File: src/hw/rtl/bsfe_pkg.sv
`timescale 1ns / 1ps
// ----------------------------------------------------------------------------
// bsfe_pkg
// Shared types and constants of the byte stuffing frame encoder.
// ----------------------------------------------------------------------------
package bsfe_pkg;

   localparam int unsigned BYTE_W  = 8;
   localparam int unsigned CSR_IDX_W = 3;

   localparam logic [CSR_IDX_W-1:0] REG_FLAG_BYTE      = 3'd0;
   localparam logic [CSR_IDX_W-1:0] REG_ESCAPE_BYTE    = 3'd1;
   localparam logic [CSR_IDX_W-1:0] REG_FLAG_SUBST     = 3'd2;
   localparam logic [CSR_IDX_W-1:0] REG_ESCAPE_SUBST   = 3'd3;
   localparam logic [CSR_IDX_W-1:0] REG_ADDRESS_BYTE   = 3'd4;

   localparam logic [BYTE_W-1:0] RST_FLAG_BYTE    = 8'h7E;
   localparam logic [BYTE_W-1:0] RST_ESCAPE_BYTE  = 8'h7D;
   localparam logic [BYTE_W-1:0] RST_FLAG_SUBST   = 8'h5E;
   localparam logic [BYTE_W-1:0] RST_ESCAPE_SUBST = 8'h5D;
   localparam logic [BYTE_W-1:0] RST_ADDRESS_BYTE = 8'h03;

   localparam logic [BYTE_W-1:0] CTRL_SEQ0 = 8'h00;
   localparam logic [BYTE_W-1:0] CTRL_SEQ1 = 8'h02;

   typedef struct packed {
      logic [BYTE_W-1:0] flag_byte;
      logic [BYTE_W-1:0] escape_byte;
      logic [BYTE_W-1:0] flag_substitute;
      logic [BYTE_W-1:0] escape_substitute;
      logic [BYTE_W-1:0] address_byte;
   } bsfe_cfg_type;

   typedef enum logic [1:0] {
      KIND_PLAIN,
      KIND_FLAG,
      KIND_ESC
   } bsfe_kind_type;

   typedef enum logic [3:0] {
      PH_START,
      PH_HDR_FLAG,
      PH_HDR_ADDR,
      PH_HDR_CTRL,
      PH_HDR_CHECK,
      PH_DATA0,
      PH_DATA1,
      PH_CHK0,
      PH_CHK1,
      PH_CLOSE
   } bsfe_phase_type;

   typedef struct packed {
      logic [BYTE_W-1:0] data;
      logic [BYTE_W-1:0] chk;
      bsfe_kind_type     data_kind;
      bsfe_kind_type     chk_kind;
      logic              is_first;
      logic              is_last;
      logic              seq;
   } bsfe_entry_type;

   typedef struct packed {
      logic           valid;
      bsfe_entry_type entry;
   } bsfe_slot_type;

   function automatic bsfe_kind_type classify(input logic [BYTE_W-1:0] b,
                                              input bsfe_cfg_type cfg);
      bsfe_kind_type k;
      if (b == cfg.flag_byte) begin
         k = KIND_FLAG;
      end else if (b == cfg.escape_byte) begin
         k = KIND_ESC;
      end else begin
         k = KIND_PLAIN;
      end
      return k;
   endfunction

endpackage

File: src/hw/rtl/bsfe_if.sv
`timescale 1ns / 1ps
// ----------------------------------------------------------------------------
// bsfe channel interfaces
// Valid/ready channels for input items, line bytes and register writes.
// ----------------------------------------------------------------------------
interface bsfe_req_if;
   logic       valid;
   logic       ready;
   logic [7:0] payload_byte;
   logic       first_byte;
   logic       final_byte;
   logic       sequence_bit;

   modport source (output valid, payload_byte, first_byte, final_byte, sequence_bit,
                   input ready);
   modport sink   (input valid, payload_byte, first_byte, final_byte, sequence_bit,
                   output ready);
endinterface

interface bsfe_rsp_if;
   logic       valid;
   logic       ready;
   logic [7:0] line_byte;
   logic       run_end;
   logic       frame_done;

   modport source (output valid, line_byte, run_end, frame_done, input ready);
   modport sink   (input valid, line_byte, run_end, frame_done, output ready);
endinterface

interface bsfe_csr_if;
   logic       valid;
   logic       ready;
   logic [2:0] index;
   logic [7:0] data;

   modport source (output valid, index, data, input ready);
   modport sink   (input valid, index, data, output ready);
endinterface

File: src/hw/rtl/bsfe_front.sv
`timescale 1ns / 1ps
// ----------------------------------------------------------------------------
// bsfe_front
// Accepts payload items, keeps the running XOR check and classifies bytes.
// ----------------------------------------------------------------------------
module bsfe_front (
   input  logic                  clock,
   input  logic                  reset,
   bsfe_req_if.sink              req_if,
   input  bsfe_pkg::bsfe_cfg_type cfg,
   input  logic                  queue_full,
   output bsfe_pkg::bsfe_slot_type push
);

   logic [7:0] check_ff;
   logic [7:0] check_in;
   logic [7:0] check_next;
   logic       accept;

   assign req_if.ready = !queue_full;
   assign accept       = req_if.valid && !queue_full;

   always_comb begin
      check_next = (req_if.first_byte ? 8'h00 : check_ff) ^ req_if.payload_byte;
      check_in   = check_ff;
      if (accept) begin
         check_in = req_if.final_byte ? 8'h00 : check_next;
      end
      push.valid           = accept;
      push.entry.data      = req_if.payload_byte;
      push.entry.chk       = check_next;
      push.entry.data_kind = bsfe_pkg::classify(req_if.payload_byte, cfg);
      push.entry.chk_kind  = bsfe_pkg::classify(check_next, cfg);
      push.entry.is_first  = req_if.first_byte;
      push.entry.is_last   = req_if.final_byte;
      push.entry.seq       = req_if.sequence_bit;
   end

   always_ff @(posedge clock) begin
      if (reset) begin
         check_ff <= 8'h00;
      end else begin
         check_ff <= check_in;
      end
   end

endmodule

File: src/hw/rtl/bsfe_queue.sv
`timescale 1ns / 1ps
// ----------------------------------------------------------------------------
// bsfe_queue
// Short queue of classified items between front and back.
// ----------------------------------------------------------------------------
module bsfe_queue #(
   parameter int unsigned DEPTH = 4
) (
   input  logic                    clock,
   input  logic                    reset,
   input  bsfe_pkg::bsfe_slot_type push,
   input  logic                    pop,
   output logic                    full,
   output bsfe_pkg::bsfe_slot_type head
);

   localparam int unsigned PTR_W = (DEPTH > 1) ? $clog2(DEPTH) : 1;
   localparam int unsigned CNT_W = $clog2(DEPTH + 1);
   localparam logic [PTR_W-1:0] LAST_PTR = PTR_W'(DEPTH - 1);
   localparam logic [CNT_W-1:0] DEPTH_CNT = CNT_W'(DEPTH);

   bsfe_pkg::bsfe_entry_type mem_ff [DEPTH];
   logic [PTR_W-1:0] wr_ptr_ff, wr_ptr_in;
   logic [PTR_W-1:0] rd_ptr_ff, rd_ptr_in;
   logic [CNT_W-1:0] count_ff, count_in;
   logic             do_push;
   logic             do_pop;

   assign full       = (count_ff == DEPTH_CNT);
   assign head.valid = (count_ff != '0);
   assign head.entry = mem_ff[rd_ptr_ff];
   assign do_push    = push.valid && !full;
   assign do_pop     = pop && head.valid;

   always_comb begin
      wr_ptr_in = wr_ptr_ff;
      rd_ptr_in = rd_ptr_ff;
      count_in  = count_ff;
      if (do_push) begin
         wr_ptr_in = (wr_ptr_ff == LAST_PTR) ? '0 : wr_ptr_ff + 1'b1;
      end
      if (do_pop) begin
         rd_ptr_in = (rd_ptr_ff == LAST_PTR) ? '0 : rd_ptr_ff + 1'b1;
      end
      if (do_push && !do_pop) begin
         count_in = count_ff + 1'b1;
      end else if (do_pop && !do_push) begin
         count_in = count_ff - 1'b1;
      end
   end

   always_ff @(posedge clock) begin
      if (reset) begin
         wr_ptr_ff <= '0;
         rd_ptr_ff <= '0;
         count_ff  <= '0;
      end else begin
         wr_ptr_ff <= wr_ptr_in;
         rd_ptr_ff <= rd_ptr_in;
         count_ff  <= count_in;
      end
   end

   always_ff @(posedge clock) begin
      if (do_push) begin
         mem_ff[wr_ptr_ff] <= push.entry;
      end
   end

   a_count_bound: assert property (@(posedge clock) disable iff (reset)
      count_ff <= DEPTH_CNT)
      else $error("queue count beyond depth");

   a_pop_nonempty: assert property (@(posedge clock) disable iff (reset)
      pop |-> head.valid)
      else $error("pop from empty queue");

endmodule

File: src/hw/rtl/bsfe_back.sv
`timescale 1ns / 1ps
// ----------------------------------------------------------------------------
// bsfe_back
// Expands the head item into header, stuffed bytes, check and closing flag.
// ----------------------------------------------------------------------------
module bsfe_back (
   input  logic                    clock,
   input  logic                    reset,
   input  bsfe_pkg::bsfe_cfg_type  cfg,
   input  bsfe_pkg::bsfe_slot_type head,
   output logic                    pop,
   bsfe_rsp_if.source              rsp_if
);

   bsfe_pkg::bsfe_phase_type state_ff, state_in;
   bsfe_pkg::bsfe_phase_type cur;
   bsfe_pkg::bsfe_phase_type nxt;
   bsfe_pkg::bsfe_entry_type e;

   logic       out_valid_ff, out_valid_in;
   logic [7:0] line_byte_ff, line_byte_in;
   logic       run_end_ff, run_end_in;
   logic       frame_done_ff, frame_done_in;
   logic       advance;
   logic       done;
   logic [7:0] ctrl;

   assign rsp_if.valid      = out_valid_ff;
   assign rsp_if.line_byte  = line_byte_ff;
   assign rsp_if.run_end    = run_end_ff;
   assign rsp_if.frame_done = frame_done_ff;

   always_comb begin
      e       = head.entry;
      advance = head.valid && (!out_valid_ff || rsp_if.ready);
      ctrl    = e.seq ? bsfe_pkg::CTRL_SEQ1 : bsfe_pkg::CTRL_SEQ0;
      if (state_ff == bsfe_pkg::PH_START) begin
         cur = e.is_first ? bsfe_pkg::PH_HDR_FLAG : bsfe_pkg::PH_DATA0;
      end else begin
         cur = state_ff;
      end

      nxt           = bsfe_pkg::PH_START;
      line_byte_in  = cfg.flag_byte;
      frame_done_in = 1'b0;
      case (cur)
         bsfe_pkg::PH_HDR_FLAG: begin
            line_byte_in = cfg.flag_byte;
            nxt          = bsfe_pkg::PH_HDR_ADDR;
         end
         bsfe_pkg::PH_HDR_ADDR: begin
            line_byte_in = cfg.address_byte;
            nxt          = bsfe_pkg::PH_HDR_CTRL;
         end
         bsfe_pkg::PH_HDR_CTRL: begin
            line_byte_in = ctrl;
            nxt          = bsfe_pkg::PH_HDR_CHECK;
         end
         bsfe_pkg::PH_HDR_CHECK: begin
            line_byte_in = cfg.address_byte ^ ctrl;
            nxt          = bsfe_pkg::PH_DATA0;
         end
         bsfe_pkg::PH_DATA0: begin
            if (e.data_kind == bsfe_pkg::KIND_PLAIN) begin
               line_byte_in = e.data;
               nxt          = e.is_last ? bsfe_pkg::PH_CHK0 : bsfe_pkg::PH_START;
            end else begin
               line_byte_in = cfg.escape_byte;
               nxt          = bsfe_pkg::PH_DATA1;
            end
         end
         bsfe_pkg::PH_DATA1: begin
            line_byte_in = (e.data_kind == bsfe_pkg::KIND_FLAG) ?
                           cfg.flag_substitute : cfg.escape_substitute;
            nxt          = e.is_last ? bsfe_pkg::PH_CHK0 : bsfe_pkg::PH_START;
         end
         bsfe_pkg::PH_CHK0: begin
            if (e.chk_kind == bsfe_pkg::KIND_PLAIN) begin
               line_byte_in = e.chk;
               nxt          = bsfe_pkg::PH_CLOSE;
            end else begin
               line_byte_in = cfg.escape_byte;
               nxt          = bsfe_pkg::PH_CHK1;
            end
         end
         bsfe_pkg::PH_CHK1: begin
            line_byte_in = (e.chk_kind == bsfe_pkg::KIND_FLAG) ?
                           cfg.flag_substitute : cfg.escape_substitute;
            nxt          = bsfe_pkg::PH_CLOSE;
         end
         bsfe_pkg::PH_CLOSE: begin
            line_byte_in  = cfg.flag_byte;
            frame_done_in = 1'b1;
            nxt           = bsfe_pkg::PH_START;
         end
         default: begin
            line_byte_in = cfg.flag_byte;
            nxt          = bsfe_pkg::PH_START;
         end
      endcase

      done       = (nxt == bsfe_pkg::PH_START);
      run_end_in = done;
      pop        = advance && done;
      state_in   = advance ? nxt : state_ff;

      if (advance) begin
         out_valid_in = 1'b1;
      end else if (rsp_if.ready) begin
         out_valid_in = 1'b0;
      end else begin
         out_valid_in = out_valid_ff;
      end
   end

   always_ff @(posedge clock) begin
      if (reset) begin
         state_ff     <= bsfe_pkg::PH_START;
         out_valid_ff <= 1'b0;
      end else begin
         state_ff     <= state_in;
         out_valid_ff <= out_valid_in;
      end
   end

   always_ff @(posedge clock) begin
      if (advance) begin
         line_byte_ff  <= line_byte_in;
         run_end_ff    <= run_end_in;
         frame_done_ff <= frame_done_in;
      end
   end

   a_done_ends_run: assert property (@(posedge clock) disable iff (reset)
      (out_valid_ff && frame_done_ff) |-> run_end_ff)
      else $error("closing flag without end of run");

   a_busy_has_item: assert property (@(posedge clock) disable iff (reset)
      (state_ff != bsfe_pkg::PH_START) |-> head.valid)
      else $error("expansion in progress with empty queue");

   a_pop_marks_end: assert property (@(posedge clock) disable iff (reset)
      pop |=> (out_valid_ff && run_end_ff))
      else $error("item retired without end of run");

endmodule

File: src/hw/rtl/byte_stuffing_frame_encoder_core.sv
`timescale 1ns / 1ps
// ----------------------------------------------------------------------------
// byte_stuffing_frame_encoder_core
// Frames payload bytes with flag, header, stuffing, XOR check and close.
//
//   channel   dir   carries
//   req_if    in    payload_byte, first_byte, final_byte, sequence_bit
//   rsp_if    out   line_byte, run_end, frame_done
//   csr_if    in    index, data (five 8-bit registers)
//
// One line byte leaves per cycle while the line side is ready; an item
// expands to 1 to 9 line bytes (plain byte 1, stuffed byte 2, header 4,
// check 1-2, closing flag 1). The back sequencer's single output register sets the rate.
// Synchronous reset clears queue, check and registers to defaults.
// The front keeps accepting while the queue has room, even when the line
// side stalls; register writes are taken every cycle.
// ----------------------------------------------------------------------------
module byte_stuffing_frame_encoder_core #(
   parameter int unsigned QUEUE_DEPTH = 4
) (
   input  logic       clock,
   input  logic       reset,
   bsfe_req_if.sink   req_if,
   bsfe_rsp_if.source rsp_if,
   bsfe_csr_if.sink   csr_if
);

   bsfe_pkg::bsfe_cfg_type  cfg_ff, cfg_in;
   bsfe_pkg::bsfe_slot_type push;
   bsfe_pkg::bsfe_slot_type head;
   logic                    queue_full;
   logic                    pop;

   assign csr_if.ready = 1'b1;

   always_comb begin
      cfg_in = cfg_ff;
      if (csr_if.valid) begin
         case (csr_if.index)
            bsfe_pkg::REG_FLAG_BYTE:    cfg_in.flag_byte         = csr_if.data;
            bsfe_pkg::REG_ESCAPE_BYTE:  cfg_in.escape_byte       = csr_if.data;
            bsfe_pkg::REG_FLAG_SUBST:   cfg_in.flag_substitute   = csr_if.data;
            bsfe_pkg::REG_ESCAPE_SUBST: cfg_in.escape_substitute = csr_if.data;
            bsfe_pkg::REG_ADDRESS_BYTE: cfg_in.address_byte      = csr_if.data;
            default: begin
               cfg_in = cfg_ff;
            end
         endcase
      end
   end

   always_ff @(posedge clock) begin
      if (reset) begin
         cfg_ff.flag_byte         <= bsfe_pkg::RST_FLAG_BYTE;
         cfg_ff.escape_byte       <= bsfe_pkg::RST_ESCAPE_BYTE;
         cfg_ff.flag_substitute   <= bsfe_pkg::RST_FLAG_SUBST;
         cfg_ff.escape_substitute <= bsfe_pkg::RST_ESCAPE_SUBST;
         cfg_ff.address_byte      <= bsfe_pkg::RST_ADDRESS_BYTE;
      end else begin
         cfg_ff <= cfg_in;
      end
   end

   bsfe_front u_front (
      .clock      (clock),
      .reset      (reset),
      .req_if     (req_if),
      .cfg        (cfg_ff),
      .queue_full (queue_full),
      .push       (push)
   );

   bsfe_queue #(
      .DEPTH (QUEUE_DEPTH)
   ) u_queue (
      .clock (clock),
      .reset (reset),
      .push  (push),
      .pop   (pop),
      .full  (queue_full),
      .head  (head)
   );

   bsfe_back u_back (
      .clock  (clock),
      .reset  (reset),
      .cfg    (cfg_ff),
      .head   (head),
      .pop    (pop),
      .rsp_if (rsp_if)
   );

endmodule
File: src/flat_wrapper.sv
// flat-port wrapper written by rule: the top's interface ports become plain ports
module byte_stuffing_frame_encoder_core_flat 
#(
   parameter int unsigned QUEUE_DEPTH = 4
)
  (clock, reset, req_if_valid, req_if_payload_byte, req_if_first_byte, req_if_final_byte, req_if_sequence_bit, req_if_ready, rsp_if_valid, rsp_if_line_byte, rsp_if_run_end, rsp_if_frame_done, rsp_if_ready, csr_if_valid, csr_if_index, csr_if_data, csr_if_ready);
  bsfe_req_if req_if_i ();
  bsfe_rsp_if rsp_if_i ();
  bsfe_csr_if csr_if_i ();
  input  logic clock;
  input  logic reset;
  input wire logic [$bits(req_if_i.valid)-1:0] req_if_valid;
  input wire logic [$bits(req_if_i.payload_byte)-1:0] req_if_payload_byte;
  input wire logic [$bits(req_if_i.first_byte)-1:0] req_if_first_byte;
  input wire logic [$bits(req_if_i.final_byte)-1:0] req_if_final_byte;
  input wire logic [$bits(req_if_i.sequence_bit)-1:0] req_if_sequence_bit;
  output wire logic [$bits(req_if_i.ready)-1:0] req_if_ready;
  output wire logic [$bits(rsp_if_i.valid)-1:0] rsp_if_valid;
  output wire logic [$bits(rsp_if_i.line_byte)-1:0] rsp_if_line_byte;
  output wire logic [$bits(rsp_if_i.run_end)-1:0] rsp_if_run_end;
  output wire logic [$bits(rsp_if_i.frame_done)-1:0] rsp_if_frame_done;
  input wire logic [$bits(rsp_if_i.ready)-1:0] rsp_if_ready;
  input wire logic [$bits(csr_if_i.valid)-1:0] csr_if_valid;
  input wire logic [$bits(csr_if_i.index)-1:0] csr_if_index;
  input wire logic [$bits(csr_if_i.data)-1:0] csr_if_data;
  output wire logic [$bits(csr_if_i.ready)-1:0] csr_if_ready;
  assign req_if_i.valid = req_if_valid;
  assign req_if_i.payload_byte = req_if_payload_byte;
  assign req_if_i.first_byte = req_if_first_byte;
  assign req_if_i.final_byte = req_if_final_byte;
  assign req_if_i.sequence_bit = req_if_sequence_bit;
  assign req_if_ready = req_if_i.ready;
  assign rsp_if_valid = rsp_if_i.valid;
  assign rsp_if_line_byte = rsp_if_i.line_byte;
  assign rsp_if_run_end = rsp_if_i.run_end;
  assign rsp_if_frame_done = rsp_if_i.frame_done;
  assign rsp_if_i.ready = rsp_if_ready;
  assign csr_if_i.valid = csr_if_valid;
  assign csr_if_i.index = csr_if_index;
  assign csr_if_i.data = csr_if_data;
  assign csr_if_ready = csr_if_i.ready;
  byte_stuffing_frame_encoder_core #(.QUEUE_DEPTH(QUEUE_DEPTH)) u_core (.clock(clock), .reset(reset), .req_if(req_if_i), .rsp_if(rsp_if_i), .csr_if(csr_if_i));
endmodule
File: config.mk
export PLATFORM = sky130hd
export DESIGN_NAME = byte_stuffing_frame_encoder_core_flat
export DESIGN_NICKNAME = d
export VERILOG_FILES = /design/src/hw/rtl/bsfe_pkg.sv /design/src/hw/rtl/bsfe_if.sv /design/src/hw/rtl/bsfe_front.sv /design/src/hw/rtl/bsfe_queue.sv /design/src/hw/rtl/bsfe_back.sv /design/src/hw/rtl/byte_stuffing_frame_encoder_core.sv /design/src/flat_wrapper.sv
export SDC_FILE = /design/constraint.sdc
export NUM_CORES = 1
export LEC_CHECK = 0
export BUFFER_PORTS_ARGS = -buffer_cell sky130_fd_sc_hd__buf_2
export CORE_UTILIZATION = 40
export CTS_BUF_LIST = sky130_fd_sc_hd__clkbuf_4 sky130_fd_sc_hd__clkbuf_8
export DETAILED_ROUTE_END_ITERATION = 7
export GPL_TIMING_DRIVEN = 0
export PLACE_DENSITY = 0.66
export SYNTH_ARGS = -nofsm -noshare
export SYNTH_HDL_FRONTEND = slang
export SYNTH_SLANG_ARGS = --single-unit
File: constraint.sdc
create_clock -name clock -period 9.1 [get_ports clock]
set_clock_uncertainty 0.05 [all_clocks]
set_input_delay 1.365 -clock clock [delete_from_list [all_inputs] [get_ports clock]]
set_output_delay 1.365 -clock clock [all_outputs]
set_load 0.01 [all_outputs]
==> results.cfg, run 1 <==
[outcome]
outcome = complete, but fails checks
violations = DRC

[timing]
rsz0062_at_grt = no
fin_crit_sh_pct = 38.03
setup_tns_ns = 0
final.min_clock_period_ns = 3.460
worst_slew_pin_slew_ns = 1.297
hold_violations = 0
final.setup.worst_slack_ns = 5.640
slew_viol_final = 0
fmax_ghz = 0.2890
setup_viol = 0
max_slew_margin_pct = 13.52
holdWs_ns = 0.4093

[worst_setup_path]
crit_type = reg2reg
cp.arrival_ns = 3.78
r2r_end = u_core.u_queue.count_ff[2]
path_cells = buf_6 > mux4_1 > or3_1 > o311a_1 > nor3b_2 > inv_1 > ha_1 > inv_1 > fa_1 > xor2_1 > or3_1 > a21oi_1
cp.required_ns = 9.42
critPathMaxFanout = 5
endpoint_kind = flop
r2r_setup_slack_ns = 5.64
cp-start-kind = flop
endpoint = u_core.u_queue.count_ff[2]
slowest_stage = mux4_1
r2r_cells = 12
critPathMaxStageDelay_ns = 0.68

[synth]
synth_most_common_cell = edfxtp_1
ys_seq_elements = 164
synth_edf_count = 102
synth_top_area_share_pct = 40.68
synth_ff_type = edfxtp_1
synthCells = 610
seq_area_frac_synth_pct = 57.17
yosys_warnings = 0
synth_cell_types = 61
synthArstFlopShare_pct = 0
synth_area_um2 = 7528
yosys.area.top_type = edfxtp_1
ys_top_cells_by_area = edfxtp_1, dfxtp_1, nand2_1
synth_nets = 644
syn_area_per_cell_um2 = 12.34
synth_common_cells = edfxtp_1, nand2_1, dfxtp_1, a21oi_1

[die]
die_width_um = 139.2
design.die.area_um2 = 19370
start_util_pct = 41.35
ios = 40
core_um2 = 18210
fp.dieH_um = 139.2
rows = 49

[placement]
pre_cts_ws_ns = 5.284
gp_congestion = 0.8555
hpwlAfterDp_mm = 12.41
io_buffers = 37

[clocking]
cts_resized = 0
clkSinkCount = 164
cts_buffers = 17
htree_levels = 4
ctsHoldBuffers = 0
cts.reportedPaths.clkPinSlew_ns = 0.08
cts_tree = built
cts_root_buf = clkbuf_8
clk_path_buf_depth = 2
post-cts-setup-buffers = 0
worstSkewPairLatency_ns = 0.45

[pwr]
leakagePower_nw = 3.032
fin_total_pwr_mw = 2.169
vdd_drop_max_mv = 0.1332
powerDensity_nw_per_um2 = 258.0

[routing]
drt_pass1_iterations = 8
viasPerCell = 5.593
vias = 5084
wl_mm = 17.30
final_antenna_net_count = 0
drt_iter0_drc = 422
drc = 1
avgRoutedWirePerCell_um = 19.03

[worst_hold_path]
hold_class = reg2reg

[global_routing]
grt_max_degree = 24
globalRouteTotalUtil_pct = 18.58
grt_pass1_wl_mm = 26.95
grt_pass1_vias = 4804
grt_antenna_before_repair = 0
overflow = 0

[final_layout]
areaGrowthSynthToFinish_pct = 11.63
final_nets = 701
drive_gt1_share_pct = 15.29
antennaDiodeCount = 0

[run]
cap_violations = 0
-- worst max-delay path: cells and delay by family, from the launching register on --
kind | cells | cell delay [ns]
mux | 1 | 0.68
fa+ha+maj | 2 | 0.47
xor+xnor | 1 | 0.08
simple gates | 3 | 1.03
compound gates | 2 | 0.33
buf+inv | 3 | 0.42
flops | 1 | 0.33
-- metal layers --
layer | wire length (um) | up-vias | GRT usage [%]
met5 | 0 | - | 0
met4 | 252 | 0 | 5.146
li1 | - | 2357 | -
met1 | 7552 | 2518 | 24.97
met2 | 8415 | 189 | 30.28
met3 | 1078 | 20 | 4.144
-- registers in the layout, summed over array words and instances (netlist names), named ones only --
name	cells
u_core.u_back.rsp_if.run_end	1
u_core.u_queue.count_ff	3
u_core.u_back.rsp_if.line_byte	8
u_core.u_front.check_ff	8
u_core.u_queue.mem_ff	92
u_core.cfg_ff	40
u_core.u_queue.rd_ptr_ff	2
u_core.u_queue.wr_ptr_ff	2
u_core.u_back.rsp_if.frame_done	1
u_core.u_back.rsp_if.valid	1
u_core.u_back.state_ff	4
-- cell families (layout without fill, tap and decap cells) --
group	count (synthesis)	after routing	share of synthesized area (%)
flops	164	164	57.17
fa+ha+maj	7	7	1.263
compound gates	80	80	7.080
buf+inv	46	116	2.726
xor+xnor	42	42	5.983
simple gates	211	211	13.35
other cells	1	1	0.04981
mux	59	59	12.38
-- worst min-delay path by stage --
stage | start | end | cells past startpoint | slack [ns]
floorplan | u_core.cfg_ff[14] | u_core.cfg_ff[14] | 2 | 0.38
global placement | u_core.cfg_ff[7] | u_core.cfg_ff[7] | 2 | 0.39
detailed placement | u_core.cfg_ff[6] | u_core.cfg_ff[6] | 2 | 0.40
CTS | u_core.cfg_ff[6] | u_core.cfg_ff[6] | 2 | 0.41
global route | u_core.cfg_ff[6] | u_core.cfg_ff[6] | 2 | 0.44
finish | u_core.cfg_ff[6] | u_core.cfg_ff[6] | 2 | 0.41
-- cell usage in the layout (no fill, tap or decap), types with 2 or more instances in the layout --
cell       instances
edfxtp_1         102
nand2_1           90
dfxtp_1           62
buf_2             38
a21oi_1           29
xnor2_1           28
nor2_1            28
mux2i_1           26
clkbuf_1          24
nand3_1           23
clkbuf_8          18
inv_1             15
nor2b_1           15
mux4_2            13
a22oi_1           13
nand4_1           12
nor3_1            11
o21ai_0           11
mux4_1            10
mux2_2             8
xor2_1             8
and3_1             7
clkbuf_4           7
o22a_1             6
xnor3_1            6
ha_1               6
or3_1              5
nand2b_1           5
clkinv_2           5
a2bb2oi_1          4
nand3b_1           3
buf_1              2
or4_1              2
and2_1             2
nor4b_1            2
buf_4              2
bufinv_16          2
-- layout make-up --
class                   count  area (um2)
clock inverters             7       85.08
multi-input cells         400        3023
plain buffers              31       148.9
inverters                  15       56.30
clock buffers              25       300.3
flip-flops and latches    164        4304
fillers                  1599        9804
well taps                 229       286.5
repair buffers             38       200.2
-- stage by stage --
stage | cells | area (um2) | utilization (%)
floorplan | 610 | 7528 | -
global placement | 876 | 8000 | 43.94
detailed placement | 877 | 8019 | 44.04
CTS | 909 | 8404 | 46.16
global route | 909 | 8404 | 46.16
finish | 909 | 8404 | 46.16
-- power by group --
part           switching (mW)  leakage, nW  internal [mW]
registers              0.0436         1.46          0.908
clock network           0.247        0.209          0.270
logic                   0.409         1.36          0.290
total                   0.700         3.03           1.47
Note: power is estimated with default switching activity, not from simulation.
==> run 2: changes to the inputs <==
Clock period 9.1 ns to 3.5 ns, I/O delays scaled along.
==> results.cfg, run 2 (synthesis results as in run 1) <==
[outcome]
outcome = complete, but fails checks
violations = DRC

[timing]
hold_violations = 0
fin_crit_sh_pct = 96.25
setup_viol = 0
final.min_clock_period_ns = 3.369
rsz0062_at_grt = no
slew_viol_final = 0
worst_slew_pin_slew_ns = 1.284
final.setup.worst_slack_ns = 0.1314
setup_tns_ns = 0
max_slew_margin_pct = 14.40
fmax_ghz = 0.2969
holdWs_ns = 0.2457

[worst_setup_path]
endpoint_kind = flop
cp-start-kind = flop
cp.buffers_inverters = 3
cp.required_ns = 3.82
critPathMaxFanout = 5
path_cells = buf_6 > mux4_1 > or3_1 > o311a_1 > nor3b_4 > inv_1 > ha_1 > inv_1 > fa_1 > xor2_1 > or3_1 > a21oi_1
cp.arrival_ns = 3.69
critPathMaxStageDelay_ns = 0.62
slowest_stage = mux4_1
crit_type = reg2reg
path_delay_family = simple AND/OR/NAND/NOR gates

[pwr]
vdd_drop_max_mv = 0.3453
p_sw_mw = 1.828
leakagePower_nw = 3.031
intPower_mw = 3.827
p_sw_share_pct = 32.33
p_clk_share_pct = 23.8
pwr-share-seq_pct = 43.7
powerDensity_nw_per_um2 = 672.8
p_comb_share_pct = 32.4

[routing]
viasPerCell = 5.582
drt_pass1_iterations = 8
drt_iter0_drc = 401
avgRoutedWirePerCell_um = 18.95
wl_mm = 17.23
final_antenna_net_count = 0
drc = 1
vias = 5074

[placement]
hpwlAfterDp_mm = 12.41
io_buffers = 37
pre_cts_ws_ns = 0.07485
gp_congestion = 0.8555

[die]
rows = 49
design.die.area_um2 = 19370
ios = 40
die_width_um = 139.2
fp.dieH_um = 139.2
start_util_pct = 41.35
core_um2 = 18210

[clocking]
htree_levels = 4
cts_buffers = 17
cts_tree = built
cts_root_buf = clkbuf_8
worstSkewPairLatency_ns = 0.45
clkSinkCount = 164
post-cts-setup-buffers = 0
clk_path_buf_depth = 2
cts.reportedPaths.clkPinSlew_ns = 0.08
ctsHoldBuffers = 0

[global_routing]
grt_max_degree = 24
overflow = 0
globalRouteTotalUtil_pct = 18.58
grt_pass1_vias = 4804
grt_antenna_before_repair = 0
grt_pass1_wl_mm = 26.95

[final_layout]
areaGrowthSynthToFinish_pct = 11.67
largest-register = u_core.u_queue.mem_ff
largest_reg_flops = 92
drive_gt1_share_pct = 15.44
top_regs = u_core.u_queue.mem_ff x92, u_core.cfg_ff x40
final_nets = 701
most-common-layout-cells = edfxtp_1, nand2_1, dfxtp_1
final_common_cell = edfxtp_1
antennaDiodeCount = 0

[worst_hold_path]
hold_class = in2reg

[run]
cap_violations = 0
-- run 2: path summary, 6_finish.rpt --
check / slack (ns) / startpoint / depth (start not counted) / endpoint
setup / recovery: 0.13 / flop / 12 / u_core.u_queue.count_ff[2]
hold / removal: 0.25 / req_if_sequence_bit / 1 / u_core.u_queue.mem_ff[0][0]
setup reg to reg: 0.13 / flop / 12 / u_core.u_queue.count_ff[2]
hold reg to reg: 0.41 / u_core.cfg_ff[6] / 2 / u_core.cfg_ff[6]
-- run 2: final cells by class --
cell class	count	area, um2
Clock buffer	25	300.3
Buffer	31	148.9
Clock inverter	7	85.08
Tap cell	229	286.5
Inverter	15	56.30
Multi-Input combinational cell	400	3025
Timing Repair Buffer	38	200.2
Sequential cell	164	4304
Fill cell	1599	9802
-- run 2: metrics by stage --
| stage | utilization (%) | std cells | total power, mW | area, um2 |
|---|---|---|---|---|
| 6_report | 46.17 | 909 | 5.656 | 8407 |
| 5_1_grt | 46.17 | 909 | 5.941 | 8407 |
| 4_1_cts | 46.16 | 909 | 5.659 | 8404 |
| 3_5_place_dp | 44.04 | 877 | 4.330 | 8019 |
| 3_3_place_gp | 43.94 | 876 | 4.232 | 8000 |
| 2_1_floorplan | - | 610 | 3.751 | 7528 |
-- run 2: repair_timing --
item,CTS,global route
endpoints found under the setup margin,0,1
hold endpoints to repair,0,0
resized for setup,0,2
-- run 2: routing by layer --
layer  wire length, um  track usage (%)  vias to the layer above
li1                  -                -                     2356
met1              7622            24.97                     2528
met2              8365            30.28                      166
met3               947            4.144                       24
met4               291            5.146                        0
met5                 0                0                        -
-- run 2: power groups by stage --
stage | registers, mW | clock network (mW) | logic [mW]
floorplan | 2.53 | 0 | 1.23
global placement | 2.50 | 0 | 1.73
detailed placement | 2.52 | 0 | 1.81
CTS | 2.48 | 1.36 | 1.82
global route | 2.50 | 1.45 | 1.99
finish | 2.47 | 1.35 | 1.83
